==> src/sv/tste_pkg.sv <==
// Shared types and constants for the ternary symbol transition entropy block.
package tste_pkg;

  // log2(6) in Q16, rounded
  localparam logic [17:0] LOG2_6_Q16 = 18'd169408;
  localparam logic [15:0] COUNT_MAX  = 16'hFFFF;
  localparam logic [16:0] H_MAX      = 17'd65536;
  localparam int          NUM_TRANS  = 6;

  // Symbol codes
  localparam logic [1:0] SYM_DOWN = 2'd0;
  localparam logic [1:0] SYM_FLAT = 2'd1;
  localparam logic [1:0] SYM_UP   = 2'd2;

  // Six transition counters, packed
  typedef logic [NUM_TRANS-1:0][15:0] cnt_vec_t;

  // One finished result
  typedef struct packed {
    logic [15:0] symbol_count;
    logic [16:0] entropy;
  } tste_res_t;

endpackage

==> src/sv/ternary_symbol_transition_entropy_core.sv <==
// Top level: symbol classifier, transition counters and result register.
//
//  channel  direction  handshake                    payload
//  s_axis   in         s_axis_tvalid/s_axis_tready  tdata sample, tlast end of series
//  m_axis   out        m_axis_tvalid/m_axis_tready  tdata entropy, symbol_count
//  cfg      in         cfg_valid/cfg_ready          cfg_data threshold
//
// Ordinary samples are accepted back to back while s_axis_tready is high. A sample
// with tlast starts the entropy sequencer: one log2 of n plus one per nonzero
// counter on the shared multiplier, then the divisor and the division; a series
// with fewer than two symbols skips these steps and gives entropy zero.
// s_axis_tready stays low until the result moves to the output register, where it
// waits; new samples are taken meanwhile.
// Reset clears the series state, the threshold and the output valid flag.
module ternary_symbol_transition_entropy_core
  import tste_pkg::*;
#(
  parameter int MAX_SAMPLES = 65536
) (
  input  logic        clk,
  input  logic        rst,
  input  logic        s_axis_tvalid,
  output logic        s_axis_tready,
  input  logic [31:0] s_axis_tdata,   // [31:0] sample
  input  logic        s_axis_tlast,
  output logic        m_axis_tvalid,
  input  logic        m_axis_tready,
  output logic [39:0] m_axis_tdata,   // [16:0] entropy, [32:17] symbol_count, rest zero
  input  logic        cfg_valid,
  output logic        cfg_ready,
  input  logic [30:0] cfg_data        // [30:0] threshold
);

  localparam int SW = $clog2(MAX_SAMPLES + 1);

  logic [30:0]   threshold;
  logic [31:0]   previous_sample;
  logic [1:0]    previous_symbol;
  logic [SW-1:0] samples_seen;
  cnt_vec_t      counts;

  logic          acc;
  logic          seen_inc;
  logic [SW-1:0] seen_next;
  logic [32:0]   diff;
  logic [32:0]   eta;
  logic [1:0]    sym;
  logic [2:0]    tidx;
  cnt_vec_t      counts_next;
  logic [31:0]   n;

  logic          ent_busy, ent_valid, ent_ready;
  tste_res_t     ent_res;
  tste_res_t     out_res;

  assign cfg_ready     = 1'b1;
  assign s_axis_tready = !ent_busy;
  assign acc           = s_axis_tvalid && s_axis_tready;

  // Classify the difference to the previous sample
  always_comb begin
    diff = {s_axis_tdata[31], s_axis_tdata} - {previous_sample[31], previous_sample};
    eta  = {2'b00, threshold};
    if ($signed(diff) < -$signed(eta)) begin
      sym = SYM_DOWN;
    end else if ($signed(diff) > $signed(eta)) begin
      sym = SYM_UP;
    end else begin
      sym = SYM_FLAT;
    end
    tidx = {previous_symbol, 1'b0} + ((sym > previous_symbol) ? 3'(sym - 2'd1) : 3'(sym));
  end

  assign seen_inc  = (samples_seen < SW'(MAX_SAMPLES));
  assign seen_next = samples_seen + SW'(seen_inc);
  assign n         = 32'(seen_next - SW'(1));

  // Counters including the current sample
  always_comb begin
    counts_next = counts;
    if (seen_inc && samples_seen >= SW'(2) && sym != previous_symbol &&
        tidx < 3'(NUM_TRANS) && counts[tidx] != COUNT_MAX) begin
      counts_next[tidx] = counts[tidx] + 16'd1;
    end
  end

  // Series state
  always_ff @(posedge clk) begin
    if (rst) begin
      threshold       <= '0;
      previous_sample <= '0;
      previous_symbol <= '0;
      samples_seen    <= '0;
      counts          <= '0;
    end else begin
      if (cfg_valid) begin
        threshold <= cfg_data;
      end
      if (acc) begin
        if (s_axis_tlast) begin
          previous_sample <= '0;
          previous_symbol <= '0;
          samples_seen    <= '0;
          counts          <= '0;
        end else if (seen_inc) begin
          previous_sample <= s_axis_tdata;
          if (samples_seen >= SW'(1)) begin
            previous_symbol <= sym;
          end
          samples_seen <= seen_next;
          counts       <= counts_next;
        end
      end
    end
  end

  tste_ent u_ent (
    .clk      (clk),
    .rst      (rst),
    .start    (acc && s_axis_tlast),
    .n_in     (n),
    .counts_in(counts_next),
    .busy     (ent_busy),
    .res_valid(ent_valid),
    .res_ready(ent_ready),
    .res      (ent_res)
  );

  // Output register
  assign ent_ready = !m_axis_tvalid || m_axis_tready;

  always_ff @(posedge clk) begin
    if (rst) begin
      m_axis_tvalid <= 1'b0;
    end else if (ent_ready) begin
      m_axis_tvalid <= ent_valid;
    end
  end

  always_ff @(posedge clk) begin
    if (ent_ready && ent_valid) begin
      out_res <= ent_res;
    end
  end

  assign m_axis_tdata = {7'd0, out_res.symbol_count, out_res.entropy};

endmodule

==> src/sv/tste_mul.sv <==
// Shared 32x32 multiplier with a registered product.
module tste_mul (
  input  logic        clk,
  input  logic [31:0] a,
  input  logic [31:0] b,
  output logic [63:0] p
);

  always_ff @(posedge clk) begin
    p <= 64'(a) * 64'(b);
  end

endmodule

==> src/sv/tste_ent.sv <==
// Entropy sequencer: log2 by repeated squaring, term sum and long division.
module tste_ent
  import tste_pkg::*;
(
  input  logic      clk,
  input  logic      rst,
  input  logic      start,
  input  logic [31:0] n_in,
  input  cnt_vec_t  counts_in,
  output logic      busy,
  output logic      res_valid,
  input  logic      res_ready,
  output tste_res_t res
);

  localparam logic [3:0] S_IDLE  = 4'd0;
  localparam logic [3:0] S_NORM  = 4'd1;
  localparam logic [3:0] S_SQ    = 4'd2;
  localparam logic [3:0] S_SQW   = 4'd3;
  localparam logic [3:0] S_LDONE = 4'd4;
  localparam logic [3:0] S_ACC   = 4'd5;
  localparam logic [3:0] S_PICK  = 4'd6;
  localparam logic [3:0] S_DMUL  = 4'd7;
  localparam logic [3:0] S_DW    = 4'd8;
  localparam logic [3:0] S_CHK   = 4'd9;
  localparam logic [3:0] S_DIV   = 4'd10;
  localparam logic [3:0] S_DONE  = 4'd11;

  logic [3:0]  state;
  logic [31:0] n;
  cnt_vec_t    cnt;
  logic [47:0] s;
  logic [31:0] m;
  logic [4:0]  k;
  logic [15:0] frac;
  logic [4:0]  step;
  logic [2:0]  idx;
  logic        for_n;
  logic [20:0] ln;
  logic [63:0] num;
  logic [63:0] dsh;
  logic [16:0] q;

  logic [31:0] mul_a, mul_b;
  logic [63:0] mul_p;
  logic [20:0] lval;
  logic [32:0] msq;

  tste_mul u_mul (.clk(clk), .a(mul_a), .b(mul_b), .p(mul_p));

  assign lval = {k, frac};
  assign msq  = mul_p[63:31];

  // Multiplier operand select
  always_comb begin
    mul_a = m;
    mul_b = m;
    unique case (state)
      S_LDONE: begin
        mul_a = 32'(cnt[idx]);
        mul_b = 32'(ln - lval);
      end
      S_DMUL: begin
        mul_a = n;
        mul_b = 32'(LOG2_6_Q16);
      end
      default: ;
    endcase
  end

  assign busy      = (state != S_IDLE);
  assign res_valid = (state == S_DONE);

  always_ff @(posedge clk) begin
    if (rst) begin
      state <= S_IDLE;
    end else begin
      unique case (state)
        S_IDLE: begin
          if (start) begin
            n     <= n_in;
            cnt   <= counts_in;
            s     <= '0;
            m     <= n_in;
            k     <= 5'd31;
            frac  <= '0;
            step  <= '0;
            idx   <= '0;
            for_n <= 1'b1;
            res.symbol_count <= n_in[15:0];
            if (n_in < 32'd2) begin
              res.entropy <= '0;
              state       <= S_DONE;
            end else begin
              state <= S_NORM;
            end
          end
        end
        // Shift the leading one up to bit 31
        S_NORM: begin
          if (m[31]) begin
            state <= S_SQ;
          end else begin
            m <= {m[30:0], 1'b0};
            k <= k - 5'd1;
          end
        end
        S_SQ: state <= S_SQW;
        // One fraction bit per squaring
        S_SQW: begin
          if (msq[32]) begin
            m    <= msq[32:1];
            frac <= {frac[14:0], 1'b1};
          end else begin
            m    <= msq[31:0];
            frac <= {frac[14:0], 1'b0};
          end
          step  <= step + 5'd1;
          state <= (step == 5'd15) ? S_LDONE : S_SQ;
        end
        S_LDONE: begin
          if (for_n) begin
            ln    <= lval;
            for_n <= 1'b0;
            state <= S_PICK;
          end else if (lval < ln) begin
            state <= S_ACC;
          end else begin
            idx   <= idx + 3'd1;
            state <= S_PICK;
          end
        end
        S_ACC: begin
          s     <= s + mul_p[47:0];
          idx   <= idx + 3'd1;
          state <= S_PICK;
        end
        // Next nonzero counter, or on to the divisor
        S_PICK: begin
          if (idx == 3'(NUM_TRANS)) begin
            state <= S_DMUL;
          end else if (cnt[idx] == 16'd0) begin
            idx <= idx + 3'd1;
          end else begin
            m     <= 32'(cnt[idx]);
            k     <= 5'd31;
            frac  <= '0;
            step  <= '0;
            state <= S_NORM;
          end
        end
        S_DMUL: state <= S_DW;
        S_DW: begin
          num   <= {s, 16'd0} + (mul_p >> 1);
          dsh   <= mul_p << 16;
          q     <= '0;
          step  <= '0;
          state <= S_CHK;
        end
        S_CHK: begin
          if (num >= (dsh << 1)) begin
            res.entropy <= H_MAX;
            state       <= S_DONE;
          end else begin
            state <= S_DIV;
          end
        end
        // Restoring division, one quotient bit per cycle
        S_DIV: begin
          if (num >= dsh) begin
            num <= num - dsh;
            q   <= {q[15:0], 1'b1};
          end else begin
            q   <= {q[15:0], 1'b0};
          end
          dsh  <= dsh >> 1;
          step <= step + 5'd1;
          if (step == 5'd16) begin
            state <= S_DONE;
            if (num >= dsh) begin
              res.entropy <= ({q[15:0], 1'b1} > H_MAX) ? H_MAX : {q[15:0], 1'b1};
            end else begin
              res.entropy <= ({q[15:0], 1'b0} > H_MAX) ? H_MAX : {q[15:0], 1'b0};
            end
          end
        end
        S_DONE: begin
          if (res_ready) begin
            state <= S_IDLE;
          end
        end
        default: state <= S_IDLE;
      endcase
    end
  end

endmodule

==> config.mk <==
export PLATFORM = sky130hd
export DESIGN_NAME = ternary_symbol_transition_entropy_core
export DESIGN_NICKNAME = d
export VERILOG_FILES = /design/src/sv/tste_pkg.sv /design/src/sv/ternary_symbol_transition_entropy_core.sv /design/src/sv/tste_mul.sv /design/src/sv/tste_ent.sv
export SDC_FILE = /design/constraint.sdc
export NUM_CORES = 2
export LEC_CHECK = 0
export BUFFER_PORTS_ARGS = -buffer_cell sky130_fd_sc_hd__buf_2
export CAP_MARGIN = 15
export CORE_ASPECT_RATIO = 0.8
export CORE_MARGIN = 4
export CORE_UTILIZATION = 70
export DETAILED_ROUTE_END_ITERATION = 6
export PLACE_DENSITY_LB_ADDON = 0.12
export RECOVER_POWER = 25
export SLEW_MARGIN = 10
export SYNTH_ARGS = -nofsm -noshare
export SYNTH_HDL_FRONTEND = slang
export SYNTH_HIERARCHICAL = 1
export SYNTH_SLANG_ARGS = --single-unit
export TNS_END_PERCENT = 30
==> constraint.sdc <==
create_clock -name clk -period 34 [get_ports clk]
set_input_delay 1.7 -clock clk [delete_from_list [all_inputs] [get_ports clk]]
set_output_delay 1.7 -clock clk [all_outputs]
set_load 0.02 [all_outputs]
# [Yosys cells after proc, flatten, opt, wreduce, memory -nomap -nowiden]
# Index checks and enable logic that the tools add are counted.
[op_classes] add_sub_neg=14 multipliers=1 n_lt_le_gt_ge=16 n_eq_ne=30 mux=77 bitwise_logic=1 reduce_logical=42
[ops] operator="$mux W96" n=3
[ops] operator="$pmux W64 S2" n=2
[ops] operator="$mux W32" n=7
[ops] operator="$mux W17" n=9
[ops] operator="$ge A64 B64 Y1" n=2
[ops] operator="$pmux W32 S2" n=2
[ops] operator="$pmux W32 S4" n=1
[ops] operator="$bmux W16 S3" n=2
[ops] operator="$bwmux W96" n=1
[ops] operator="$mux W16" n=6
[ops] operator="$pmux W48 S2" n=1
[ops] operator="$add A64 B63 Y64" n=1
[ops] operator="$mul A32 B32 Y64" n=1
[ops] operator="$mux W64" n=1
[ops] operator="$sub A64 B64 Y64" n=1
[ops] operator="$pmux W17 S3" n=1
[ops] operator="$add A48 B48 Y48" n=1
[ops] operator="$demux W16 S3" n=1
[ops] operator="$mux W48" n=1
[ops] operator="$pmux W16 S3" n=1
[ops] operator="$pmux W4 S12" n=1
[ops] operator="$mux W5" n=7
[ops] operator="$gt A17 B17 Y1 const B" n=2
[ops] operator="$gt A33 B32 Y1" n=1
[ops] operator="57 further kinds" n=125
[word_totals] regBits=702 output_inout_bits=43 word_cells=217

# [Longest topological paths before layout]
[depth] word_depth=15 mapped_depth=49 depth_no_buf=44

# [Modules after synthesis]
# The synthesis kept the hierarchy.
[by_module_without_submodules] mod="tste_mul" n_inst=1 cells_per_inst=3727 area_each_um2=34639.5 seq_area_each_um2=1281.2
[by_module_without_submodules] mod="tste_ent" n_inst=1 cells_per_inst=2927 area_each_um2=29037.8 seq_area_each_um2=12692.2
[by_module_without_submodules] mod="ternary_symbol_transition_entropy_core" n_inst=1 cells_per_inst=1667 area_each_um2=14627.8 seq_area_each_um2=4574.4

# [Worst setup path before layout]
# No wires, ideal clock.
[synth_path] path_kind="input to register" startpoint="in rst" endpoint="reg u_ent.num[0], enable pin" setup_ns=0.584 arrival_time_ns=12.378 path_slack_ns=21.038 path_stages=3 n_path_buf=1 path_cell_list="clkbuf_1 nor3_1 a21boi_0"
[synth_between] elab_chain_cells=2
[synth_rtl] item="start, declared" line_no="ternary_symbol_transition_entropy_core.sv:21" text="input logic rst,"
[synth_rtl] item="$not A1 Y1 (no line)"
[synth_rtl] item="$reduce_and A3 Y1 (no line)"
[synth_rtl] item="end signal, assigned" line_no="tste_ent.sv:154" text="num <= {s, 16'd0} + (mul_p >> 1);"
[synth_rtl] item="end signal, assigned" line_no="tste_ent.sv:171" text="num <= num - dsh;"
[synth_rtl] item="end, declared" line_no="tste_ent.sv:40" text="logic [63:0] num;"
# Every way passes these cells.
# A chain may end at the register's enable or synchronous reset.

# [Final worst setup path]
[layout_path] startpoint="in s_axis_tdata[0]" endpoint="reg counts[52] (netlist bit)"
[layout_between] elab_chain_cells=15 elab_cells_between_ends=27
[layout_rtl] item="start, declared" line_no="ternary_symbol_transition_entropy_core.sv:24" text="input logic [31:0] s_axis_tdata,"
[layout_rtl] item="$sub A32 B32 Y33 (*)" line_no="ternary_symbol_transition_entropy_core.sv:62" text="diff = {s_axis_tdata[31], s_axis_tdata} - {previous_sample[31], previous_sample};"
[layout_rtl] item="$gt A33 B32 Y1" line_no="ternary_symbol_transition_entropy_core.sv:66" text="end else if ($signed(diff) > $signed(eta)) begin"
[layout_rtl] item="$mux W2" line_no="ternary_symbol_transition_entropy_core.sv:66"
[layout_rtl] item="$mux W2 (*)" line_no="ternary_symbol_transition_entropy_core.sv:64" text="if ($signed(diff) < -$signed(eta)) begin"
[layout_rtl] item="branches (longest 8 deep; another with $add A16 B1 Y16)"
[layout_rtl] item="$mux W96 (*)" line_no="ternary_symbol_transition_entropy_core.sv:81" text="if (seen_inc && samples_seen >= SW'(2) && sym != previous_symbol &&"
[layout_rtl] item="$mux W96 (*)" line_no="ternary_symbol_transition_entropy_core.sv:105" text="end else if (seen_inc) begin"
[layout_rtl] item="$mux W96 (*)" line_no="ternary_symbol_transition_entropy_core.sv:100" text="if (s_axis_tlast) begin"
[layout_rtl] item="end signal, assigned" line_no="ternary_symbol_transition_entropy_core.sv:111" text="counts <= counts_next;"
[layout_rtl] item="end, declared" line_no="ternary_symbol_transition_entropy_core.sv:40" text="cnt_vec_t counts;"
# Mark *: on every way between the ends. The select of a mux whose other input is x is not followed.

==> qor.txt <==
Status - finished, violations left
Failing checks - DRC, capacitance limit, slew limit
First drt pass iteration count - 7
Cell family with most CP delay - compound AO/OA/AOI/OAI gates
Layout Nets - 9741
Synthesized area - 78300 sq um
Die extent in x - 382 microns
Finished Layout Cells - 9723
Final period util - 0.385
First-pass GRT wire length - 368000 microns
Syn. warnings - 6
DRT iter0 DRCs - 7668
Core Rows - 109
Worst R2R Start - u_ent/state[1]
Worst-path clk slew - 0.07 ns
Post-synth EDFFs - 453
Core area - 111000 sq um
#FFs+latches synth - 700
Crit path required time - 34.63 ns
Crit path from - s_axis_tdata[0]
Routability cong. - 0.974
Cts hold-fix bufs - 0
Slew at the pin closest to its max-slew limit - 3.12 ns
Critical-path top delay cell - o21a_1
Hold slack - 0.423 ns
GRT Total Usage - 0.403
DRC Markers - 90
Via/cell ratio - 6.46
TritonCTS Sinks - 700
Worst EP arrival - 13.71 ns
TritonCTS Buffers - 74
Final min period - 13.08 ns
Mapped Cells - 8321
Cell variety after synth - 128
DP Wirelength - 177000 microns
Inst Count DP - 9578
Final Core Density - 0.744
FFs w/ async S/R, synth - 0
Slew Limit Fails - 319
Number of setup buffers added after CTS - 0
CTS H-tree depth - 3
Final Setup Violations - 0
Die area - 117000 sq um
Fmax - 76.5 MHz
Vias - 62800
CP Launch Type - primary input
Num ports - 112
Setup_tns - 0 ns
Post-route ant nets - 0
WL final - 235000 microns
Worst hold path type - flop to flop
Syn_area_per_cell - 9.41 sq um
DIE HEIGHT - 307 microns
Initial antenna violation count - 9
Critical path class - primary input to flop
Worst Path Buf+Inv - 5
RSZ-0062 raised after global routing - no
Port-buffer cells - 103
Routed len/inst - 24.2 microns
Slew headroom - -1.08
Clock Skews - 0.0758 ns
Vias in the first global route - 63600
Worst-path fanout max - 29
Sequential share of the synthesized area - 0.237
Max clock buf depth - 3
Initial Utilization - 0.707
Worst min-delay path startpoint - u_ent/res[9]
Root buf cell - clkbuf_16
Worst-skew pair later-pin latency - 0.72 ns
Area grow syn2layout - 5.25%
Post-cts sizing count - 0
Share of cells above drive strength 1 - 0.0693
Primary FF master, synth - edfxtp_1
Largest net degree at the start of global routing - 110
Grt total ovfl - 0
CTS tree - yes
R2R Setup Slk - 21.30 ns
Max-cap violations - 7
Final hold vios - 0
Max incr delay on CP - 0.87 ns
Critical Path End Type - flop
[logic make-up (layout without fill, tap and decap cells)]
family / count (synthesis) / in the layout / share of synthesized area
buf+inv: 1550 / 1443 / 0.0782
simple gates: 2521 / 2521 / 0.159
xor+xnor: 317 / 317 / 0.0355
mux: 211 / 211 / 0.0315
other cells: 2 / 13 / 0.0000959
fa+ha+maj: 1514 / 1514 / 0.328
compound gates: 1506 / 1506 / 0.130
flops: 700 / 700 / 0.237
[per-stage QoR]
step	area, sq um	worst slack [ns]
final	82400	20.92
after global routing	82400	20.32
after CTS	82500	21.41
after detailed placement	79800	20.74
after global placement	79800	20.85
after floorplan	78300	21.04
[registers in the layout, indices dropped and copies added, names as in the netlist, 4 cells and up]
register         count
u_ent/k              5
u_ent/step           5
u_ent/m             32
u_ent/cnt           96
u_ent/res           32
m_axis_tdata        33
samples_seen        17
threshold           31
u_ent/s             48
u_ent/n             17
u_ent/q             16
u_ent/state          4
u_ent/ln            21
u_ent/num           64
u_ent/dsh           64
u_ent/frac          16
counts              96
previous_sample     32
u_ent/u_mul/p       64
[final timing paths]
kind                                     endpoint  depth (start not counted)
worst max-delay path                   counts[52]                         42
worst min-delay path              m_axis_tdata[9]                          0
worst max register to register  u_ent/u_mul/p[43]                         29
worst min register to register    m_axis_tdata[9]                          0
[layer usage]
| layer | vias up | routed length (microns) | global-route usage |
|---|---|---|---|
| li1 | 27400 | - | - |
| met1 | 30800 | 94000 | 0.571 |
| met2 | 3893 | 100000 | 0.597 |
| met3 | 734 | 29300 | 0.101 |
| met4 | 8 | 11700 | 0.169 |
| met5 | - | 195 | 0.00926 |
[synthesized netlist by cell type (12+ instances only)]
master,instances,area share
dfxtp_1,247,0.063
ha_1,613,0.098
and3_1,52,0.0042
nor4_1,39,0.0031
o21a_1,36,0.0035
fa_1,901,0.23
and2_1,639,0.051
o21bai_1,59,0.0057
a222oi_1,16,0.0020
a211o_1,12,0.0013
xnor2_1,204,0.023
o211ai_1,33,0.0032
clkbuf_1,369,0.018
or3_1,27,0.0022
a22o_1,96,0.011
mux2_2,96,0.014
nand3_1,104,0.0066
or2_2,12,0.00096
buf_4,37,0.0035
o21ai_0,300,0.019
xor2_1,113,0.013
mux2_1,23,0.0033
a31oi_1,41,0.0033
buf_2,23,0.0015
inv_1,1091,0.052
a211oi_1,39,0.0037
mux4_2,16,0.0046
a221oi_1,14,0.0016
a2111oi_0,13,0.0015
nor3_1,81,0.0052
a221o_1,21,0.0027
edfxtp_1,453,0.17
mux2i_1,75,0.0096
a21o_1,191,0.018
nand4_1,93,0.0074
o21ai_1,32,0.0020
nor2b_1,63,0.0050
nand2_1,897,0.043
a21oi_1,371,0.024
nor2_1,405,0.019
o31ai_1,14,0.0013
a22oi_1,63,0.0060
nand2b_1,47,0.0038
[layout make-up]
| cell class | count | area, sq um |
|---|---|---|
| fill | 8010 | 28300 |
| antenna | 5 | 12.5 |
| multi-input combinational | 6077 | 54000 |
| timing repair buffer | 210 | 1260 |
| clock inverter | 46 | 603 |
| sequential | 700 | 18500 |
| clock buffer | 92 | 2040 |
| tap | 1498 | 1870 |
| inverter | 1095 | 4110 |
[placed cells by master (no fill, tap or decap), types with 23 or more instances in the layout]
cell          n
a31oi_1      39
fa_1        901
o211ai_1     33
o21bai_1     59
mux2_2       96
o21a_1       36
nor3_1       78
buf_2        77
xor2_1      113
a21oi_1     370
nor2_1      402
a211oi_1     39
buf_4        97
nand4_1      93
nor2b_1      63
clkbuf_1     43
or3_1        27
xnor2_1     198
o21ai_0     278
a22o_1       95
and2_1      625
nand3_1     104
nand2_1     896
inv_1      1090
mux2i_1      75
and3_1       52
clkbuf_16    77
a22oi_1      63
nand2b_1     47
ha_1        613
dfxtp_1     246
a21o_1      191
nor4_1       38
mux2_1       23
edfxtp_1    453
o21ai_1      30
[worst reg2reg max path: cells and delay by family, from the launching register on]
family                     cells  cell delay [ns]
adders and majority gates      9             4.36
AOI/OAI and AO/OA              8             2.84
xor gates and xnor gates       1             0.17
DFF                            1             0.75
and+or+nand+nor                6             1.43
buffers and inverters          5             2.99
Power is left out: the tool's default activity adds up to more than one toggle a clock period on the data nets, which glitch-free logic cannot reach.
